**config.mk**
```make
export PLATFORM = sky130hd
export DESIGN_NAME = sem_lane
export DESIGN_NICKNAME = d
export VERILOG_FILES = /design/src/rtl/assert_macros.svh /design/src/rtl/sem_pkg.sv /design/src/rtl/sem_lane.sv
export SDC_FILE = /design/constraint.sdc
export NUM_CORES = 1
export LEC_CHECK = 0
export ABC_AREA = 0
export BUFFER_PORTS_ARGS = -buffer_cell sky130_fd_sc_hd__buf_2
export CORE_ASPECT_RATIO = 0.8
export CORE_MARGIN = 4
export CORE_UTILIZATION = 65
export CTS_CLUSTER_DIAMETER = 60
export DETAILED_ROUTE_END_ITERATION = 16
export PLACE_DENSITY = 0.8
export SKIP_LAST_GASP = 1
export SLEW_MARGIN = 20
export SYNTH_ARGS = -nofsm -noshare
export SYNTH_HDL_FRONTEND = slang
export SYNTH_SLANG_ARGS = --single-unit
```
**constraint.sdc**
```tcl
create_clock -name clk -period 10.9 [get_ports clk]
set_input_delay 1.09 -clock clk [delete_from_list [all_inputs] [get_ports clk]]
set_output_delay 1.09 -clock clk [all_outputs]
set_load 0.1 [all_outputs]
```
**src/rtl/assert_macros.svh**
```systemverilog
// Assertion macros shared by the edge magnitude RTL; empty when SYNTHESIS is defined.
`ifndef ASSERT_MACROS_SVH
`define ASSERT_MACROS_SVH
`ifndef SYNTHESIS
// Antecedent and consequent in the same cycle.
`define ASSERT_IMPLY(label, ante, cons) \
	label: assert property (@(posedge clk) disable iff (!arst_n) (ante) |-> (cons)) \
		else $error("assertion failed: same-cycle implication");
// Consequent in the cycle after the antecedent.
`define ASSERT_NEXT(label, ante, cons) \
	label: assert property (@(posedge clk) disable iff (!arst_n) (ante) |=> (cons)) \
		else $error("assertion failed: next-cycle implication");
`else
`define ASSERT_IMPLY(label, ante, cons)
`define ASSERT_NEXT(label, ante, cons)
`endif
`endif

```
**src/rtl/sem_pkg.sv**
```systemverilog
// Package with sizes, types and helper functions of the Sobel edge magnitude block.
`timescale 1ns / 1ps

package sem_pkg;

	// Frame limits and field widths.
	localparam int MAX_WIDTH    = 1024;
	localparam int MAX_HEIGHT   = 4096;
	localparam int RESET_WIDTH  = 1024;
	localparam int RESET_HEIGHT = 1024;
	localparam int NUM_LANES    = 3;
	localparam int PIX_W        = 8;
	localparam int WIDTH_W      = 11;
	localparam int HEIGHT_W     = 13;
	localparam int CFG_DATA_W   = 13;
	localparam int ADDR_W       = $clog2(MAX_WIDTH);

	// Arithmetic widths: gradients, squared norm, root and remainder.
	localparam int GRAD_W = 11;
	localparam int NORM_W = 21;
	localparam int ROOT_W = 8;
	localparam int REM_W  = 9;

	// Index of the last lane pipeline stage; the output register follows it.
	localparam int LAST_ST = 7;

	// Norms above this value give a magnitude of 255 or more.
	localparam logic [NORM_W-1:0] ROOT_LIMIT = NORM_W'(65280);
	localparam logic [ROOT_W-1:0] EDGE_MAX   = ROOT_W'(255);

	// Configuration register indexes.
	typedef enum logic [0:0] {
		REG_IMAGE_WIDTH  = 1'b0,
		REG_IMAGE_HEIGHT = 1'b1
	} reg_index_t;

	typedef logic [NUM_LANES*PIX_W-1:0] rgb_t;
	typedef logic [8:0][PIX_W-1:0] win9_t;
	typedef logic [NUM_LANES-1:0][8:0][PIX_W-1:0] win_t;

	// Pipeline control handed from the top level to the window and the lanes.
	typedef struct packed {
		logic               accept;
		logic               shift;
		logic [LAST_ST:2]   ld;
	} pipe_ctl_t;

	// Partial state of the digit-by-digit square root.
	typedef struct packed {
		logic [REM_W-1:0]  rem;
		logic [ROOT_W-1:0] root;
	} sqrt_st_t;

	// A width of zero acts as one, a width above the limit acts as the limit.
	function automatic logic [WIDTH_W-1:0] eff_width(input logic [WIDTH_W-1:0] v);
		logic [WIDTH_W-1:0] r;
		if (v == '0) begin
			r = WIDTH_W'(1);
		end else if (v > WIDTH_W'(MAX_WIDTH)) begin
			r = WIDTH_W'(MAX_WIDTH);
		end else begin
			r = v;
		end
		return r;
	endfunction

	// Same clamping for the height.
	function automatic logic [HEIGHT_W-1:0] eff_height(input logic [HEIGHT_W-1:0] v);
		logic [HEIGHT_W-1:0] r;
		if (v == '0) begin
			r = HEIGHT_W'(1);
		end else if (v > HEIGHT_W'(MAX_HEIGHT)) begin
			r = HEIGHT_W'(MAX_HEIGHT);
		end else begin
			r = v;
		end
		return r;
	endfunction

	// One root bit: bring down two radicand bits and try to subtract 4*root+1.
	function automatic sqrt_st_t sqrt_step(input sqrt_st_t s, input logic [1:0] d);
		logic [REM_W+1:0] rem_sh;
		logic [REM_W+1:0] trial;
		sqrt_st_t         o;
		rem_sh = {s.rem, d};
		trial  = {1'b0, s.root, 2'b01};
		if (rem_sh >= trial) begin
			o.rem  = REM_W'(rem_sh - trial);
			o.root = {s.root[ROOT_W-2:0], 1'b1};
		end else begin
			o.rem  = rem_sh[REM_W-1:0];
			o.root = {s.root[ROOT_W-2:0], 1'b0};
		end
		return o;
	endfunction

endpackage

```
**src/rtl/sem_lane.sv**
```systemverilog
// One color lane: Sobel sums, squared norm and pipelined rounded square root.
`timescale 1ns / 1ps

module sem_lane (
	input  logic                       clk,
	input  sem_pkg::pipe_ctl_t         ctl,
	input  sem_pkg::win9_t             px,
	output logic [sem_pkg::ROOT_W-1:0] magnitude
);
	import sem_pkg::*;

	logic [PIX_W+1:0]         pos_x;
	logic [PIX_W+1:0]         neg_x;
	logic [PIX_W+1:0]         pos_y;
	logic [PIX_W+1:0]         neg_y;
	logic signed [GRAD_W-1:0] gx;
	logic signed [GRAD_W-1:0] gy;

	logic signed [GRAD_W-1:0]   gx_s2;
	logic signed [GRAD_W-1:0]   gy_s2;
	logic signed [2*GRAD_W-1:0] sq_x;
	logic signed [2*GRAD_W-1:0] sq_y;
	logic [NORM_W-1:0]          norm;

	logic [NORM_W-1:0] norm_s3;
	sqrt_st_t          st3_a;
	sqrt_st_t          st3_b;

	sqrt_st_t    st_s4;
	logic [11:0] n_s4;
	logic        big_s4;
	sqrt_st_t    st_s5;
	logic [7:0]  n_s5;
	logic        big_s5;
	sqrt_st_t    st_s6;
	logic [3:0]  n_s6;
	logic        big_s6;
	sqrt_st_t    st_s7;
	logic        big_s7;

	// Sobel sums, positive and negative taps added separately.
	always_comb begin
		pos_x = {2'b00, px[2]} + {1'b0, px[5], 1'b0} + {2'b00, px[8]};
		neg_x = {2'b00, px[0]} + {1'b0, px[3], 1'b0} + {2'b00, px[6]};
		pos_y = {2'b00, px[6]} + {1'b0, px[7], 1'b0} + {2'b00, px[8]};
		neg_y = {2'b00, px[0]} + {1'b0, px[1], 1'b0} + {2'b00, px[2]};
		gx    = $signed({1'b0, pos_x}) - $signed({1'b0, neg_x});
		gy    = $signed({1'b0, pos_y}) - $signed({1'b0, neg_y});
	end

	always_ff @(posedge clk) begin
		if (ctl.ld[2]) begin
			gx_s2 <= gx;
			gy_s2 <= gy;
		end
	end

	// Squared norm; each square stays below 2^20.
	assign sq_x = gx_s2 * gx_s2;
	assign sq_y = gy_s2 * gy_s2;
	assign norm = {1'b0, sq_x[NORM_W-2:0]} + {1'b0, sq_y[NORM_W-2:0]};

	always_ff @(posedge clk) begin
		if (ctl.ld[3]) begin
			norm_s3 <= norm;
		end
	end

	// Root bits seven and six from the top radicand pairs.
	always_comb begin
		st3_a = sqrt_step('0, norm_s3[15:14]);
		st3_b = sqrt_step(st3_a, norm_s3[13:12]);
	end

	// Two root bits per stage through stage seven.
	always_ff @(posedge clk) begin
		if (ctl.ld[4]) begin
			st_s4  <= st3_b;
			n_s4   <= norm_s3[11:0];
			big_s4 <= norm_s3 > ROOT_LIMIT;
		end
		if (ctl.ld[5]) begin
			st_s5  <= sqrt_step(sqrt_step(st_s4, n_s4[11:10]), n_s4[9:8]);
			n_s5   <= n_s4[7:0];
			big_s5 <= big_s4;
		end
		if (ctl.ld[6]) begin
			st_s6  <= sqrt_step(sqrt_step(st_s5, n_s5[7:6]), n_s5[5:4]);
			n_s6   <= n_s5[3:0];
			big_s6 <= big_s5;
		end
		if (ctl.ld[7]) begin
			st_s7  <= sqrt_step(sqrt_step(st_s6, n_s6[3:2]), n_s6[1:0]);
			big_s7 <= big_s6;
		end
	end

	// Round to nearest: up when the remainder exceeds the root; clamp large norms.
	always_comb begin
		if (big_s7) begin
			magnitude = EDGE_MAX;
		end else if (st_s7.rem > REM_W'(st_s7.root)) begin
			magnitude = st_s7.root + ROOT_W'(1);
		end else begin
			magnitude = st_s7.root;
		end
	end

endmodule

```
After elaboration in Yosys (flattened, before gate mapping) --
Index checks and enable logic that the tools add are counted.
Cells by class: multipliers 2, reductions and logical operators 0, divide/modulo/power cells 0, add/subtract/negate cells 20, magnitude comparators 10, bitwise operators 0, multiplexer cells 13, eq/ne operators 0, shift-type cells 0
Operators with widths (count):
- $mux W17 | 11
- $ge A11 B10 Y1 | 7
- $sub A9 B9 Y9 | 7
- $add A10 B8 Y10 | 4
- $add A8 B9 Y10 | 4
- $mul A11 B11 Y20 | 2
- $sub A10 B10 Y11 | 2
- $add A20 B20 Y21 | 1
- $gt A21 B16 Y1 const B | 1
- $mux W8 | 2
- $gt A9 B8 Y1 | 1
- $add A8 B1 Y8 const B | 1
- $sub A2 B1 Y3 const B | 1
- $ge A2 B1 Y1 const B | 1
Storage, ports and cells: RAM bits 0, word-level logic and storage cells 63, memories kept 0, output and inout port bits 8, memory bits (read-only) 0, latch bits 0, flip-flop bits (word level) 139

Logic depth before layout (Yosys ltp) --
word-level depth 5, mapped depth 28

Worst setup path before layout --
Ideal clock, no wire load.
kind reg2reg, start point reg gx_s2[2], end point reg norm_s3[18], data pin, clock period less this slack 6.287 ns, cell stages (with the launch flop) 27, setup slack 4.613 ns, setup time 0.260 ns, arrival 6.027 ns, path through edfxtp_1 > clkbuf_1 > nand2_1 > fa_1 > inv_1 > fa_1 > inv_1 > fa_1 > inv_1 > fa_1 > inv_1 > fa_1 > inv_1 > ha_1 > a21o_1 > a31o_2 > a41oi_1 > nor2b_1 > xnor2_1 > ha_1 > clkbuf_1 > nand2_1 > o21ai_0 > o21ai_0 > o21ai_0 > o211ai_1 > xnor2_1
Between the ends: cells in the longest elaborated chain, start to end 2
RTL lines:
- start, declared | line sem_lane.sv:19 | logic signed [GRAD_W-1:0] gx_s2;
- start signal, assigned | line sem_lane.sv:53 | gx_s2 <= gx;
- $mul A11 B11 Y20 | line sem_lane.sv:59 | assign sq_x = gx_s2 * gx_s2;
- $add A20 B20 Y21 | line sem_lane.sv:61 | assign norm = {1'b0, sq_x[NORM_W-2:0]} + {1'b0, sq_y[NORM_W-2:0]};
- via norm[18] | line sem_lane.sv:23 | logic [NORM_W-1:0] norm;
- end signal, assigned | line sem_lane.sv:65 | norm_s3 <= norm;
- end, declared | line sem_lane.sv:25 | logic [NORM_W-1:0] norm_s3;
The timed path passes the listed nets, and every way through them passes these cells. A chain may end at the register's enable or synchronous reset.

Final worst setup path --
start point reg gx_s2[7], end point reg norm_s3[20], data pin
The elaborated chain is that of the path after synthesis.

==> impl_metrics.tcl <==
set metrics [dict create \
    status "completed" \
    die_x_um 191 \
    slew_violations 0 \
    dieArea_mm2 0.0295 \
    avgViaCountPerCell 5.49 \
    grt.total_usage 0.249 \
    synth_area_leader_cell "fa_1" \
    drc 0 \
    fin_worst_skew_ns 0.00867 \
    worstSetupStartpointType "flip-flop" \
    cts_buffers 17 \
    clk_latency_ns 0.43 \
    postCtsHoldBufs 0 \
    post_drt_wl_per_cell_um 15.9 \
    cts_buffer_depth 2 \
    grt_pass1_vias 12900 \
    nets 2310 \
    max_freq_ghz 0.144 \
    portBuffers 78 \
    grt_overflow 0 \
    arrival_ns 7.12 \
    drt_iter0_markers 607 \
    cap_violations 0 \
    top_level_ports 89 \
    crit_path_top_delay_cell "fa_1" \
    fin_setup_tns_ns 0 \
    synth_cell_types 80 \
    firstDrtPassIters 5 \
    ant_nets 0 \
    synth_flop_cell "edfxtp_1" \
    fin_crit_ns 6.96 \
    grt_max_degree 23 \
    yosysSeqAreaShare 0.215 \
    cp.required_ns 11.06 \
    critical_path_class "flip-flop to flip-flop" \
    synth.avg_cell_area_um2 10.1 \
    post_cts_buffers 0 \
    final_util 0.711 \
    post-route-period-util 0.639 \
    finalInstanceArea_mm2 0.0187 \
    cts_tree "done" \
    cpMostUsedCell "inv_1" \
    design.core.area_mm2 0.0263 \
    synth-seq-cells 125 \
    root_buffer "clkbuf_16" \
    place.gp.congestion 0.940 \
    drive_gt1_frac 0.0894 \
    syn_inst 1733 \
    synth_edf_count 125 \
    syn_to_final_growth_pct 7.40 \
    die-height_um 154 \
    async_reset_ff_frac 0 \
    wl_mm 34.5 \
    yosysWarningCount 0 \
    yosysMostFrequentCell "inv_1" \
    cp_slowest_stage_delay_ns 0.56 \
    initial_core_util 0.662 \
    grt_pass1_wl_mm 59.4 \
    synth_top_area_frac 0.286 \
    synth_common_cells "inv_1, fa_1, ha_1" \
    slew_headroom 0.586 \
    path_max_fanout 9 \
    worst_pin_slew_ns 0.621 \
    num_vias 11900 \
    numClockSinks 125 \
    min_path_type "flip-flop to flip-flop" \
    setup_violations 0 \
    dp.final_hpwl_mm 29.0 \
    post-place-ws_ns 4.01 \
    antenna_found_initial 5 \
    setup_ws_ns 3.94 \
    synthesis.nets 2243 \
    rows 53 \
    place_area_mm2 0.0181 \
    cp-end-kind "flip-flop" \
    synth_area_mm2 0.0174 \
    rsz0062_at_grt "false" \
    cts_resized 0 \
    htree_levels 4 \
    worst_setup_hold_path_clk_slew_ns 0.06 \
    hold_viol 0 \
    synthTopCellsByArea "fa_1, edfxtp_1, ha_1, inv_1, xnor2_1" \
]
## worst paths after layout
check | depth (start not counted) | to | startpoint | slack [ns]
setup / recovery | 25 | norm_s3[20] | gx_s2[7] | 3.94
hold / removal | 0 | n_s5[4] | n_s4[4] | 0.41
setup reg to reg | 25 | norm_s3[20] | gx_s2[7] | 3.94
hold reg to reg | 0 | n_s5[4] | n_s4[4] | 0.41
## logic make-up (layout without fill, tap and decap cells)
| kind of cell | Yosys count | after routing | synth area share |
|---|---|---|---|
| compound gates | 223 | 223 | 0.0852 |
| fa+ha+maj | 429 | 429 | 0.415 |
| mux | 20 | 20 | 0.0129 |
| flops | 125 | 125 | 0.215 |
| other cells | 0 | 1 | 0 |
| buf+inv | 447 | 527 | 0.0981 |
| xor+xnor | 126 | 126 | 0.0638 |
| simple gates | 363 | 363 | 0.109 |
## final cells by class
type / instances / area (um^2)
diodes: 1 / 2.50
well taps: 357 / 447
fillers: 1961 / 7610
flip-flops and latches: 125 / 3750
repair buffers: 78 / 390
clock buffers: 17 / 425
inverters: 417 / 1570
clock inverters: 15 / 169
multi-input cells: 1161 / 12000
## layout by cell type (no fill, tap or decap), types with 6 or more instances in the layout
cell type and instances:
a211oi_1 9, a21o_1 17, a21oi_1 72, a31o_2 6, and2_1 41, and3_1 7, buf_2 78, clkbuf_16 17
edfxtp_1 125, fa_1 249, ha_1 180, inv_1 415, inv_6 6, mux2_2 8, mux2i_1 9, nand2_1 86
nand2b_1 23, nand3_1 24, nand4_1 8, nor2_1 81, nor2b_1 30, nor3_1 20, o21a_1 17, o21ai_0 39
o21bai_1 10, xnor2_1 101, xor2_1 24
## registers in the layout (all words and copies together) (netlist names)
name,cells
gx_s2,11
st_s4,9
gy_s2,11
big_s4,1
big_s7,1
st_s6,15
big_s6,1
n_s5,8
st_s5,13
n_s6,4
st_s7,17
norm_s3,21
big_s5,1
n_s4,12
## metrics by stage
| stage | hold WS (ns) | instances |
|---|---|---|
| after detailed placement | 0.405 | 2138 |
| after floorplan | 0.400 | 1733 |
| after CTS | 0.416 | 2170 |
| after global placement | 0.402 | 2138 |
| final | 0.414 | 2171 |
| after global routing | 0.416 | 2171 |
## routing by layer
layer / part of all wire / routed length, um / global-route usage
met1: 0.41 / 14000 / 0.310
met2: 0.52 / 17900 / 0.445
met3: 0.054 / 1870 / 0.0514
met4: 0.019 / 662 / 0.0639
met5: 0.0014 / 48 / 0
## worst max-delay path, delay by kind of cell, from the launching register on
| family | cells | cell delay [ns] |
|---|---|---|
| flops | 1 | 0.55 |
| buf+inv | 6 | 0.55 |
| xor+xnor | 1 | 0.16 |
| fa+ha+maj | 7 | 3.09 |
| compound gates | 9 | 1.89 |
| simple gates | 2 | 0.45 |
Power is left out: the tool's default activity adds up to more than one toggle a clock period on the data nets, which glitch-free logic cannot reach.
